<file path="src/sbag_pkg.sv">
// ----------------------------------------------------------------------------
// Scratch buffer alias grouper package
// Shared types, constants and helper functions for the grouper block.
// ----------------------------------------------------------------------------
`default_nettype none

package sbag_pkg;

    // Table and field sizes.
    localparam int MAX_GROUPS = 16;
    localparam int STAGE_BITS = 12;
    localparam int GIDX_W     = (MAX_GROUPS > 1) ? $clog2(MAX_GROUPS) : 1;
    localparam int COUNT_W    = $clog2(MAX_GROUPS + 1);
    localparam int KIND_W     = 4;
    localparam int COUNT_IN_W = 40;
    localparam int SIZE_W     = 42;
    localparam int TOTAL_W    = 48;

    // Tensor kind codes.
    localparam logic [KIND_W-1:0] KIND_FP32   = 4'd0;
    localparam logic [KIND_W-1:0] KIND_INT32  = 4'd1;
    localparam logic [KIND_W-1:0] KIND_BF16   = 4'd2;
    localparam logic [KIND_W-1:0] KIND_FP16   = 4'd3;
    localparam logic [KIND_W-1:0] KIND_Q8_0   = 4'd4;
    localparam logic [KIND_W-1:0] KIND_Q8_1   = 4'd5;
    localparam logic [KIND_W-1:0] KIND_Q4_0   = 4'd6;
    localparam logic [KIND_W-1:0] KIND_IQ4_NL = 4'd7;

    // Controller states.
    typedef enum logic [2:0] {
        ST_IDLE,
        ST_SIZE,
        ST_ORIG,
        ST_SCAN,
        ST_HIT,
        ST_OPEN,
        ST_ADDOPT,
        ST_OUT
    } state_t;

    // Commands from the controller to the datapath.
    typedef struct packed {
        logic load;       // latch the input item and clear result flags
        logic calc_size;  // compute the byte size
        logic orig;       // original total, clear item, order check
        logic scan_next;  // advance the scan index
        logic hit;        // join the group at the scan index
        logic open;       // open a new group or flag a full table
        logic addopt;     // add the pending amount to the optimized total
    } cmd_t;

    // Status from the datapath to the controller.
    typedef struct packed {
        logic mode;
        logic scratch;
        logic scan_end;
        logic scan_hit;
    } status_t;

    // Byte size of a buffer by kind and element count.
    function automatic logic [SIZE_W-1:0] buffer_size(
        input logic [KIND_W-1:0]     kind,
        input logic [COUNT_IN_W-1:0] n
    );
        logic [SIZE_W-1:0] nx;
        logic [SIZE_W-1:0] half;
        logic [SIZE_W-1:0] blocks;
        logic [SIZE_W-1:0] result;
        nx     = SIZE_W'(n);
        half   = (nx + SIZE_W'(1)) >> 1;
        blocks = (nx >> 5) << 2;
        case (kind)
            KIND_BF16, KIND_FP16:   result = nx << 1;
            KIND_Q8_0, KIND_Q8_1:   result = nx;
            KIND_Q4_0, KIND_IQ4_NL: result = half + blocks;
            default:                result = nx << 2;
        endcase
        return result;
    endfunction

    // True for the float kinds that may share storage.
    function automatic logic is_float_kind(input logic [KIND_W-1:0] k);
        return (k == KIND_FP32) || (k == KIND_BF16) || (k == KIND_FP16);
    endfunction

    function automatic logic kinds_match(
        input logic [KIND_W-1:0] a,
        input logic [KIND_W-1:0] b
    );
        return (a == b) || (is_float_kind(a) && is_float_kind(b));
    endfunction

    // Saturating add of a size onto a running total.
    function automatic logic [TOTAL_W-1:0] sat_add(
        input logic [TOTAL_W-1:0] a,
        input logic [SIZE_W-1:0]  b
    );
        logic [TOTAL_W:0] s;
        s = {1'b0, a} + (TOTAL_W + 1)'(b);
        return s[TOTAL_W] ? {TOTAL_W{1'b1}} : s[TOTAL_W-1:0];
    endfunction

endpackage

`default_nettype wire

</file>
<file path="src/sbag_ctrl.sv">
// ----------------------------------------------------------------------------
// Scratch buffer alias grouper controller
// Sequences size, totals, group scan and update for one item at a time.
// ----------------------------------------------------------------------------
`default_nettype none

module sbag_ctrl (
    input  wire logic             clk,
    input  wire logic             rst_n,
    input  wire logic             in_valid,
    output logic                  in_ready,
    output logic                  out_valid,
    input  wire logic             out_ready,
    input  wire sbag_pkg::status_t status,
    output sbag_pkg::cmd_t        cmd
);

    sbag_pkg::state_t state_reg;
    sbag_pkg::state_t state_next;

    // State register.
    always_ff @(posedge clk or negedge rst_n)
    begin
        if (!rst_n)
        begin
            state_reg <= sbag_pkg::ST_IDLE;
        end
        else
        begin
            state_reg <= state_next;
        end
    end

    // Next state.
    always_comb
    begin
        state_next = state_reg;
        case (state_reg)
            sbag_pkg::ST_IDLE:
            begin
                if (in_valid)
                begin
                    state_next = sbag_pkg::ST_SIZE;
                end
            end
            sbag_pkg::ST_SIZE:
            begin
                state_next = sbag_pkg::ST_ORIG;
            end
            sbag_pkg::ST_ORIG:
            begin
                if (status.mode)
                begin
                    state_next = sbag_pkg::ST_OUT;
                end
                else if (status.scratch)
                begin
                    state_next = sbag_pkg::ST_SCAN;
                end
                else
                begin
                    state_next = sbag_pkg::ST_ADDOPT;
                end
            end
            sbag_pkg::ST_SCAN:
            begin
                if (status.scan_end)
                begin
                    state_next = sbag_pkg::ST_OPEN;
                end
                else if (status.scan_hit)
                begin
                    state_next = sbag_pkg::ST_HIT;
                end
            end
            sbag_pkg::ST_HIT, sbag_pkg::ST_OPEN:
            begin
                state_next = sbag_pkg::ST_ADDOPT;
            end
            sbag_pkg::ST_ADDOPT:
            begin
                state_next = sbag_pkg::ST_OUT;
            end
            sbag_pkg::ST_OUT:
            begin
                if (out_ready)
                begin
                    state_next = sbag_pkg::ST_IDLE;
                end
            end
            default:
            begin
                state_next = sbag_pkg::ST_IDLE;
            end
        endcase
    end

    // Outputs and datapath commands.
    always_comb
    begin
        cmd       = '0;
        in_ready  = 1'b0;
        out_valid = 1'b0;
        case (state_reg)
            sbag_pkg::ST_IDLE:
            begin
                in_ready = 1'b1;
                cmd.load = in_valid;
            end
            sbag_pkg::ST_SIZE:   cmd.calc_size = 1'b1;
            sbag_pkg::ST_ORIG:   cmd.orig = 1'b1;
            sbag_pkg::ST_SCAN:   cmd.scan_next = !status.scan_end && !status.scan_hit;
            sbag_pkg::ST_HIT:    cmd.hit = 1'b1;
            sbag_pkg::ST_OPEN:   cmd.open = 1'b1;
            sbag_pkg::ST_ADDOPT: cmd.addopt = 1'b1;
            sbag_pkg::ST_OUT:    out_valid = 1'b1;
            default:
            begin
                cmd = '0;
            end
        endcase
    end

endmodule

`default_nettype wire

</file>
<file path="src/sbag_dp.sv">
// ----------------------------------------------------------------------------
// Scratch buffer alias grouper datapath
// Group table, running totals, size unit and result registers.
// ----------------------------------------------------------------------------
`default_nettype none

module sbag_dp (
    input  wire logic                                clk,
    input  wire logic                                rst_n,
    input  wire sbag_pkg::cmd_t                      cmd,
    output sbag_pkg::status_t                        status,
    input  wire logic                                mode,
    input  wire logic [sbag_pkg::STAGE_BITS-1:0]     first_use,
    input  wire logic [sbag_pkg::STAGE_BITS-1:0]     last_use,
    input  wire logic [sbag_pkg::KIND_W-1:0]         tensor_kind,
    input  wire logic [sbag_pkg::COUNT_IN_W-1:0]     element_count,
    input  wire logic                                is_scratch,
    output logic [sbag_pkg::SIZE_W-1:0]              byte_size,
    output logic                                     aliased,
    output logic [sbag_pkg::GIDX_W-1:0]              group_index,
    output logic                                     opened_group,
    output logic [sbag_pkg::SIZE_W-1:0]              group_bytes,
    output logic [sbag_pkg::COUNT_W-1:0]             groups_in_use,
    output logic [sbag_pkg::TOTAL_W-1:0]             original_total,
    output logic [sbag_pkg::TOTAL_W-1:0]             optimized_total,
    output logic                                     table_full,
    output logic                                     out_of_order
);

    // Latched input item.
    logic                               mode_reg;
    logic [sbag_pkg::STAGE_BITS-1:0]    first_reg;
    logic [sbag_pkg::STAGE_BITS-1:0]    last_reg;
    logic [sbag_pkg::KIND_W-1:0]        kind_reg;
    logic [sbag_pkg::COUNT_IN_W-1:0]    n_reg;
    logic                               scratch_reg;

    // Group table; entries at or above the group count are never read.
    logic [sbag_pkg::STAGE_BITS-1:0]    grp_end_reg  [sbag_pkg::MAX_GROUPS];
    logic [sbag_pkg::KIND_W-1:0]        grp_kind_reg [sbag_pkg::MAX_GROUPS];
    logic [sbag_pkg::SIZE_W-1:0]        grp_max_reg  [sbag_pkg::MAX_GROUPS];

    // Persistent state and result registers.
    logic [sbag_pkg::COUNT_W-1:0]       count_reg;
    logic [sbag_pkg::STAGE_BITS-1:0]    prev_first_reg;
    logic [sbag_pkg::TOTAL_W-1:0]       sum_orig_reg;
    logic [sbag_pkg::TOTAL_W-1:0]       sum_opt_reg;
    logic [sbag_pkg::COUNT_W-1:0]       idx_reg;
    logic [sbag_pkg::SIZE_W-1:0]        size_reg;
    logic [sbag_pkg::SIZE_W-1:0]        addend_reg;
    logic                               aliased_reg;
    logic [sbag_pkg::GIDX_W-1:0]        gidx_reg;
    logic                               opened_reg;
    logic [sbag_pkg::SIZE_W-1:0]        gbytes_reg;
    logic                               full_reg;
    logic                               ooo_reg;

    // Entry under the scan index.
    logic [sbag_pkg::GIDX_W-1:0]        sel;
    logic [sbag_pkg::GIDX_W-1:0]        new_idx;
    logic [sbag_pkg::STAGE_BITS-1:0]    sel_end;
    logic [sbag_pkg::KIND_W-1:0]        sel_kind;
    logic [sbag_pkg::SIZE_W-1:0]        sel_max;
    logic                               table_has_room;

    assign sel      = idx_reg[sbag_pkg::GIDX_W-1:0];
    assign new_idx  = count_reg[sbag_pkg::GIDX_W-1:0];
    assign sel_end  = grp_end_reg[sel];
    assign sel_kind = grp_kind_reg[sel];
    assign sel_max  = grp_max_reg[sel];
    assign table_has_room = count_reg < sbag_pkg::COUNT_W'(sbag_pkg::MAX_GROUPS);

    // Status back to the controller.
    always_comb
    begin
        status.mode     = mode_reg;
        status.scratch  = scratch_reg;
        status.scan_end = (idx_reg == count_reg);
        status.scan_hit = (first_reg > sel_end) && sbag_pkg::kinds_match(kind_reg, sel_kind);
    end

    // Input latch and size register.
    always_ff @(posedge clk)
    begin
        if (cmd.load)
        begin
            mode_reg    <= mode;
            first_reg   <= first_use;
            last_reg    <= last_use;
            kind_reg    <= tensor_kind;
            n_reg       <= element_count;
            scratch_reg <= is_scratch;
        end
        if (cmd.calc_size)
        begin
            size_reg <= mode_reg ? '0 : sbag_pkg::buffer_size(kind_reg, n_reg);
        end
    end

    // Group table writes: join at the scan index or open at the group count.
    always_ff @(posedge clk)
    begin
        if (cmd.hit)
        begin
            if (size_reg > sel_max)
            begin
                grp_max_reg[sel] <= size_reg;
            end
            if (last_reg > sel_end)
            begin
                grp_end_reg[sel] <= last_reg;
            end
        end
        else if (cmd.open && table_has_room)
        begin
            grp_end_reg[new_idx]  <= last_reg;
            grp_kind_reg[new_idx] <= kind_reg;
            grp_max_reg[new_idx]  <= size_reg;
        end
    end

    // Pending amount for the optimized total.
    always_ff @(posedge clk)
    begin
        if (cmd.orig)
        begin
            addend_reg <= size_reg;
        end
        else if (cmd.hit)
        begin
            addend_reg <= (size_reg > sel_max) ? (size_reg - sel_max) : '0;
        end
        else if (cmd.open)
        begin
            addend_reg <= size_reg;
        end
    end

    // Control state, totals and result flags.
    always_ff @(posedge clk or negedge rst_n)
    begin
        if (!rst_n)
        begin
            count_reg      <= '0;
            prev_first_reg <= '0;
            sum_orig_reg   <= '0;
            sum_opt_reg    <= '0;
            idx_reg        <= '0;
            aliased_reg    <= 1'b0;
            gidx_reg       <= '0;
            opened_reg     <= 1'b0;
            gbytes_reg     <= '0;
            full_reg       <= 1'b0;
            ooo_reg        <= 1'b0;
        end
        else
        begin
            if (cmd.load)
            begin
                aliased_reg <= 1'b0;
                gidx_reg    <= '0;
                opened_reg  <= 1'b0;
                gbytes_reg  <= '0;
                full_reg    <= 1'b0;
                ooo_reg     <= 1'b0;
                idx_reg     <= '0;
            end
            if (cmd.orig)
            begin
                if (mode_reg)
                begin
                    // A clear item empties the table and zeroes the totals.
                    count_reg      <= '0;
                    prev_first_reg <= '0;
                    sum_orig_reg   <= '0;
                    sum_opt_reg    <= '0;
                end
                else
                begin
                    sum_orig_reg <= sbag_pkg::sat_add(sum_orig_reg, size_reg);
                    if (scratch_reg)
                    begin
                        ooo_reg        <= first_reg < prev_first_reg;
                        prev_first_reg <= first_reg;
                    end
                end
            end
            if (cmd.scan_next)
            begin
                idx_reg <= idx_reg + sbag_pkg::COUNT_W'(1);
            end
            if (cmd.hit)
            begin
                aliased_reg <= 1'b1;
                gidx_reg    <= sel;
                gbytes_reg  <= (size_reg > sel_max) ? size_reg : sel_max;
            end
            if (cmd.open)
            begin
                if (table_has_room)
                begin
                    count_reg   <= count_reg + sbag_pkg::COUNT_W'(1);
                    aliased_reg <= 1'b1;
                    opened_reg  <= 1'b1;
                    gidx_reg    <= new_idx;
                    gbytes_reg  <= size_reg;
                end
                else
                begin
                    full_reg <= 1'b1;
                end
            end
            if (cmd.addopt)
            begin
                sum_opt_reg <= sbag_pkg::sat_add(sum_opt_reg, addend_reg);
            end
        end
    end

    // Result fields straight from the registers.
    assign byte_size       = size_reg;
    assign aliased         = aliased_reg;
    assign group_index     = gidx_reg;
    assign opened_group    = opened_reg;
    assign group_bytes     = gbytes_reg;
    assign groups_in_use   = count_reg;
    assign original_total  = sum_orig_reg;
    assign optimized_total = sum_opt_reg;
    assign table_full      = full_reg;
    assign out_of_order    = ooo_reg;

endmodule

`default_nettype wire

</file>
<file path="src/scratch_buffer_alias_grouper.sv">
// ----------------------------------------------------------------------------
// Scratch buffer alias grouper
// Greedy first-fit grouping of scratch buffers by lifetime and tensor kind.
// ----------------------------------------------------------------------------
// The block takes one item at a time: in_ready is high only while it is idle,
// and the result is held on the output ports until out_ready takes it. After
// an item is accepted, the block computes its byte size and adds it to the
// original total; a scratch item then scans the group table, reading one
// entry per cycle, up to the group it joins, or through all groups in use
// when it opens a group or finds the table full, and then joins or opens a
// group. Every item but a mode item then adds to the optimized total, and
// the result is presented; a buffer that is not scratch skips the scan.
// Items should arrive in nondecreasing first-use order; a scratch item that
// breaks this order is flagged in out_of_order and still placed. A mode item
// clears the table and both totals and returns an all-zero result.
`default_nettype none

module scratch_buffer_alias_grouper (
    input  wire logic                              clk,
    input  wire logic                              rst_n,
    input  wire logic                              in_valid,
    output logic                                   in_ready,
    input  wire logic                              mode,
    input  wire logic [sbag_pkg::STAGE_BITS-1:0]   first_use,
    input  wire logic [sbag_pkg::STAGE_BITS-1:0]   last_use,
    input  wire logic [sbag_pkg::KIND_W-1:0]       tensor_kind,
    input  wire logic [sbag_pkg::COUNT_IN_W-1:0]   element_count,
    input  wire logic                              is_scratch,
    output logic                                   out_valid,
    input  wire logic                              out_ready,
    output logic [sbag_pkg::SIZE_W-1:0]            byte_size,
    output logic                                   aliased,
    output logic [sbag_pkg::GIDX_W-1:0]            group_index,
    output logic                                   opened_group,
    output logic [sbag_pkg::SIZE_W-1:0]            group_bytes,
    output logic [sbag_pkg::COUNT_W-1:0]           groups_in_use,
    output logic [sbag_pkg::TOTAL_W-1:0]           original_total,
    output logic [sbag_pkg::TOTAL_W-1:0]           optimized_total,
    output logic                                   table_full,
    output logic                                   out_of_order
);

    sbag_pkg::cmd_t    cmd;
    sbag_pkg::status_t status;

    // Sequencer.
    sbag_ctrl u_ctrl (
        .clk       (clk),
        .rst_n     (rst_n),
        .in_valid  (in_valid),
        .in_ready  (in_ready),
        .out_valid (out_valid),
        .out_ready (out_ready),
        .status    (status),
        .cmd       (cmd)
    );

    // Group table, totals and result registers.
    sbag_dp u_dp (
        .clk             (clk),
        .rst_n           (rst_n),
        .cmd             (cmd),
        .status          (status),
        .mode            (mode),
        .first_use       (first_use),
        .last_use        (last_use),
        .tensor_kind     (tensor_kind),
        .element_count   (element_count),
        .is_scratch      (is_scratch),
        .byte_size       (byte_size),
        .aliased         (aliased),
        .group_index     (group_index),
        .opened_group    (opened_group),
        .group_bytes     (group_bytes),
        .groups_in_use   (groups_in_use),
        .original_total  (original_total),
        .optimized_total (optimized_total),
        .table_full      (table_full),
        .out_of_order    (out_of_order)
    );

endmodule

`default_nettype wire
</file>
<file path="config.mk">
export PLATFORM = sky130hd
export DESIGN_NAME = scratch_buffer_alias_grouper
export DESIGN_NICKNAME = d
export VERILOG_FILES = /design/src/sbag_pkg.sv /design/src/sbag_ctrl.sv /design/src/sbag_dp.sv /design/src/scratch_buffer_alias_grouper.sv
export SDC_FILE = /design/constraint.sdc
export NUM_CORES = 2
export LEC_CHECK = 0
export BUFFER_PORTS_ARGS = -buffer_cell sky130_fd_sc_hd__buf_4
export CAP_MARGIN = 40
export CORE_ASPECT_RATIO = 1.2
export CORE_UTILIZATION = 55
export DETAILED_ROUTE_END_ITERATION = 8
export PLACE_DENSITY = 0.77
export SYNTH_ARGS = -nofsm -noshare
export SYNTH_HDL_FRONTEND = slang
export SYNTH_SLANG_ARGS = --single-unit
</file>
<file path="constraint.sdc">
create_clock -name clk -period 9.9 [get_ports clk]
set_input_delay 2.97 -clock clk [delete_from_list [all_inputs] [get_ports clk]]
set_output_delay 2.97 -clock clk [all_outputs]
set_load 0.01 [all_outputs]
</file>
After elaboration in Yosys (flattened, before gate mapping)
Memories as Yosys holds them, arrays and structs flattened.
Index checks and enable logic that the tools add are counted.
{"block": "word_totals", "n_memories": 3, "wordCells": 156, "input_bits": 74, "ramBits": 928, "out_inout_bits": 195, "reg_bits": 325}
{"block": "op_classes", "add_sub_neg": 7, "muxes": 73, "magnitude_cmp": 5, "n_eq_ne": 20, "n_reduce_logical": 28}
{"name": "u_dp.grp_max_reg", "depth": 16, "word_bits": 42, "read_ports": 1, "rd_ports_with_merged_regs": 0, "write_ports": 1, "line_no": "sbag_dp.sv:41", "rtl": "logic [sbag_pkg::SIZE_W-1:0] grp_max_reg [sbag_pkg::MAX_GROUPS];"}
{"name": "u_dp.grp_end_reg", "depth": 16, "word_bits": 12, "read_ports": 1, "rd_ports_with_merged_regs": 0, "write_ports": 1, "line_no": "sbag_dp.sv:39", "rtl": "logic [sbag_pkg::STAGE_BITS-1:0] grp_end_reg [sbag_pkg::MAX_GROUPS];"}
{"name": "u_dp.grp_kind_reg", "depth": 16, "word_bits": 4, "read_ports": 1, "rd_ports_with_merged_regs": 0, "write_ports": 1, "line_no": "sbag_dp.sv:40", "rtl": "logic [sbag_pkg::KIND_W-1:0] grp_kind_reg [sbag_pkg::MAX_GROUPS];"}
{"operator": "$mux W42", "count": 10}
{"operator": "$mux W48", "count": 6}
{"operator": "$pmux W42 S3", "count": 1}
{"operator": "$add A48 B42 Y49", "count": 2}
{"operator": "$add A41 B37 Y42", "count": 1}
{"operator": "$gt A42 B42 Y1", "count": 1}
{"operator": "$reduce_or A42 Y1", "count": 1}
{"operator": "$sub A42 B42 Y42", "count": 1}
{"operator": "$add A40 B1 Y41 const B", "count": 1}
{"operator": "$mux W12", "count": 3}
{"operator": "$mux W1", "count": 34}
{"operator": "$mux W5", "count": 6}
{"operator": "$gt A12 B12 Y1", "count": 2}
{"operator": "$mux W4", "count": 6}
{"operator": "$pmux W3 S7", "count": 1}
{"operator": "$mux W3", "count": 6}
{"operator": "$eq A4 B2 Y1 const B", "count": 4}
{"operator": "$eq A4 B3 Y1 const B", "count": 4}
{"operator": "$eq A3 B3 Y1 const B", "count": 4}
{"operator": "$lt A12 B12 Y1", "count": 1}
{"operator": "$reduce_or A12 Y1", "count": 1}
{"operator": "$add A5 B1 Y5 const B", "count": 2}
{"operator": "$logic_not A4 Y1", "count": 2}
{"operator": "$reduce_bool A2 Y1", "count": 4}
{"operator": "15 further kinds", "count": 29}

Logic depth before layout (Yosys ltp)
An unclocked memory read counts as a cell.
{"block": "depth", "depth_word": 11, "ltp_mapped": 20, "mapped_depth_nobuf": 18}

By module
Synthesis repeated with hierarchy kept, for this count alone.
{"block": "hier_totals", "hier_cells": 4481, "area_unflattened_um2": 60169.0}
{"module": "sbag_dp", "seq_area_each_um2": 36695.2, "area_each_um2": 59912.5, "cells_per_inst": 4447, "n_inst": 1}
{"module": "sbag_ctrl", "seq_area_each_um2": 75.1, "area_each_um2": 256.5, "cells_per_inst": 34, "n_inst": 1}

Worst setup path before layout
No wires, ideal clock.
{"block": "synth_timing", "path_kind": "register to register", "from": "register u_dp.idx_reg[0] in the netlist's numbering", "to": "memory u_dp.grp_max_reg[10][0] in the netlist's numbering, enable pin", "synth_period_minus_slack_ps": 6800, "n_path_buf": 5, "t_required_ps": 9458, "path_stages_with_launch": 21, "t_arrival_ps": 6358, "setup_time_ps": 442, "path_slack_ps": 3100, "cell_sequence": "dfrtp_1 -> buf_4 -> buf_2 -> buf_2 -> buf_1 -> mux4_2 -> mux4_2 -> inv_1 -> fa_1 -> a21oi_1 -> o211ai_1 -> a21oi_2 -> o211ai_2 -> a22o_1 -> a21o_1 -> a221o_1 -> nand2_4 -> nor2_1 -> buf_2 -> a22oi_1 -> nor2_1"}
{"block": "synth_via", "elab_chain_cells": 6, "word_cells_on_any_way": 7, "classes_between": "order compare (1); mux (5); memory (1)"}
{"element": "start, declared", "line_no": "sbag_dp.sv:48", "rtl": "logic [sbag_pkg::COUNT_W-1:0] idx_reg;"}
{"element": "start signal, assigned", "line_no": "sbag_dp.sv:190", "rtl": "idx_reg <= idx_reg + sbag_pkg::COUNT_W'(1);"}
{"element": "$mem_v2 Z16 W42"}
{"element": "$gt A42 B42 Y1", "line_no": "sbag_dp.sv:105", "rtl": "if (size_reg > sel_max)"}
{"element": "$mux W1", "line_no": "sbag_dp.sv:105"}
{"element": "$mux W1", "line_no": "sbag_dp.sv:103", "rtl": "if (cmd.hit)"}
{"element": "$mux W1 (implied by the code)", "line_no": "sbag_dp.sv:107", "rtl": "grp_max_reg[sel] <= size_reg;"}
{"element": "$mux W1 (no source line)"}
{"element": "end, declared", "line_no": "sbag_dp.sv:41"}
Several ways; a longest one is shown, not always the timed one.

Worst setup path after layout
{"block": "layout_timing", "from": "register u_dp.idx_reg[0] in the netlist's numbering", "to": "memory u_dp.grp_max_reg[2][2] in the netlist's numbering, enable pin"}
The elaborated chain is that of the path after synthesis.

==> results.toml <==
[detailed_routing]
vias_per_cell = 6.52
first_pass_iters = 7
postRouteAntennaNets = 0
drt_iter0_drc = 4756
drc = 0
vias = 38200
routedWlPerCell_um = 27.9
drt_wl_total_mm = 164

[timing]
slew-limit-headroom_pct = 32.1
fin_setup_tns_ns = 0
period_share_pct = 73.4
slew_viol_final = 0
worst_slew_pin_slew_ns = 1.02
fmax_mhz = 138
fin_crit_ns = 7.26
rsz0062_at_grt = "false"
setup_viol = 0
clock_skew_ns = 0.0469
worst_slack_ns = 2.64
finalHoldViolCount = 0

[critical_path]
crit_path_start_kind = "flip-flop"
endpoint_kind = "flip-flop"
crit_path_max_incr_delay_ns = 0.79
crit_buf_inv = 5
arrival_ns = 7.64
critPathMostFrequentCell = "buf_4"
crit_required_ns = 10.28
crit_chain = "buf_16 > buf_4 > mux4_2 > mux4_2 > inv_1 > ha_1 > nand3_1 > o211ai_1 > a21oi_2 > o211ai_2 > a22o_1 > a21o_1 > a221o_1 > nand2_4 > nor2_2 > buf_4 > a22oi_1 > nor2_4 > buf_4"
critPathTopFamily = "compound AO/OA/AOI/OAI gates"
cp_slowest_cell = "nor2_4"
path_max_fanout = 39
path_class = "reg2reg"

[cts]
cts_setup_buffers = 0
insertion_delay_ns = 0.76
cts_hold_buf = 0
cts-root-buf = "clkbuf_16"
cts_tree = "done"
cts_buffers = 117
ctsHtreeMaxLevel = 3
clk_path_buf_depth = 3
cts_resized = 0
clkSinkCount = 1253
clkSlewWorstSetupHoldPaths_ns = 0.06

[floorplanning]
die_h_um = 361
floorplan.initialDensity_pct = 55.5
rows = 131
die_w_um = 301
io-pin-count = 269
dieArea_sq_mm = 0.108
coreArea_sq_mm = 0.106

[job]
drv_cap = 0

[global_route]
grt_pass1_wl_mm = 244
grt_pass1_vias = 38300
grt_antenna_before_repair = 3
grt_start_max_net_pins = 99
grt_overflow = 0
grt_usage_pct = 30.4

[logic_synthesis]
post-synth-top-area-fraction_pct = 55.1
yosys.area.top_type = "edfxtp_1"
yosysMostFrequentCell = "edfxtp_1"
synth_nets = 4326
syn_area_sq_mm = 0.0589
synth.ff_latch_count = 1253
ys_warn_count = 0
synth_area_leaders = "edfxtp_1, mux4_2, dfrtp_1"
synth_commonest_cells = "edfxtp_1, nand2_1, mux4_2"
synth_edf_count = 1082
synthCells = 4045
avgSynthCellArea_sq_um = 14.6
netlist-cell-type-count = 96
ys.flop_type = "edfxtp_1"
postSynth.asyncResetShare_pct = 13.6
ys_seq_area_share_pct = 62.4

[placed_design]
pre_cts_ws_ns = 2.73
port_buffers = 268
dp.final_hpwl_mm = 106
dpl_cell_area_sq_mm = 0.0633
place_inst = 5640
globalplace.congestion = 0.933

[finish]
stdcell_area_sq_mm = 0.0675
stdcell_count = 5866
nets = 4646
largest_register_ffs = 672
layout-drive-gt1-share_pct = 21.5
utilization_pct = 63.6
syn_to_final_growth_pct = 14.6
nFillCells = 7481

[power_and_ir_drop]
vdd_drop_max_mv = 0.215
p_leak_nw = 25.0
p_per_area_mw_per_mm2 = 304

[outcome]
outcome = "finished, final reports clean"

[hold_path]
hp-class = "reg2reg"
per-stage QoR:
step	hold slack [ns]	total power, mW
after floorplan	0.465	12.9
after global placement	0.467	15.2
after detailed placement	0.467	15.5
after CTS	0.497	20.4
after global routing	0.531	21.5
final	0.493	20.5
logic make-up after synthesis:
family | after synthesis | synth area share (%)
xor+xnor | 188 | 2.79
buf+inv | 360 | 2.41
simple gates | 880 | 6.82
compound gates | 851 | 9.84
fa+ha+maj | 207 | 4.45
flops | 1253 | 62.4
mux | 306 | 11.3
metal layers:
layer | track usage [%] | vias up | wire length [um]
met5 | 0 | - | 29
met4 | 11.4 | 4 | 6100
met3 | 6.97 | 401 | 18000
met2 | 50.4 | 2450 | 80500
met1 | 38.9 | 18900 | 59300
li1 | - | 16500 | -
report_power, final:
part           internal [mW]  switching, mW  leakage (nW)  total [mW]
combinational           3.69           4.89          11.0        8.58
sequential              6.44          0.567          11.9        7.01
clock                   2.79           2.11          2.03        4.90
final timing paths:
| kind | start | to | slack (ns) | cells past startpoint |
|---|---|---|---|---|
| min in group asynchronous | rst_n | u_dp.optimized_total[19] | 2.13 | 1 |
| max | u_dp.idx_reg[0] | u_dp.grp_max_reg[2][2] | 2.64 | 19 |
| max in group asynchronous | rst_n | u_dp.original_total[40] | 6.32 | 4 |
| max reg2reg | u_dp.idx_reg[0] | u_dp.grp_max_reg[2][2] | 2.64 | 19 |
| min | u_dp.opened_group | u_dp.opened_group | 0.49 | 2 |
| min reg2reg | u_dp.opened_group | u_dp.opened_group | 0.49 | 2 |
worst reg2reg max path, delay by kind of cell (launching register included):
| family | cells | cell delay [ns] |
|---|---|---|
| flip-flops | 1 | 0.54 |
| buffers and inverters | 5 | 1.66 |
| AND/OR/NAND/NOR | 4 | 1.41 |
| adder cells (fa/ha/maj) | 1 | 0.20 |
| multiplexers | 2 | 1.11 |
| AO/OA/AOI/OAI | 7 | 1.98 |
layout make-up:
type                    count  area [sq um]  area share (%)
flip-flops and latches   1253         36800            54.5
multi-input cells        2432         20900            31.0
inverters                 164           619           0.917
well taps                1396          1750            2.59
diodes                      1          2.50         0.00371
clock inverters            89          1170            1.74
repair buffers            397          3220            4.78
clock buffers             134          3030            4.49
cells in the final DEF (no fill, tap or decap), drive strengths merged, types with 21 or more instances in the layout:
cell	instances
a211oi	43
nand3	60
o21a	26
o21ai	167
o21bai	26
mux4	286
xnor2	120
nand4	36
a31oi	33
bufinv	21
xor2	68
dfrtp	171
nor3	68
clkinv	41
edfxtp	1082
clkbuf	135
o22ai	25
o211ai	21
nand2b	30
nand2	313
and3	22
a222oi	42
o31ai	61
ha	203
buf	396
a21o	95
inv	179
a22o	24
and2	21
a21oi	199
nor2	254
Power figures use the tool's default switching activity.
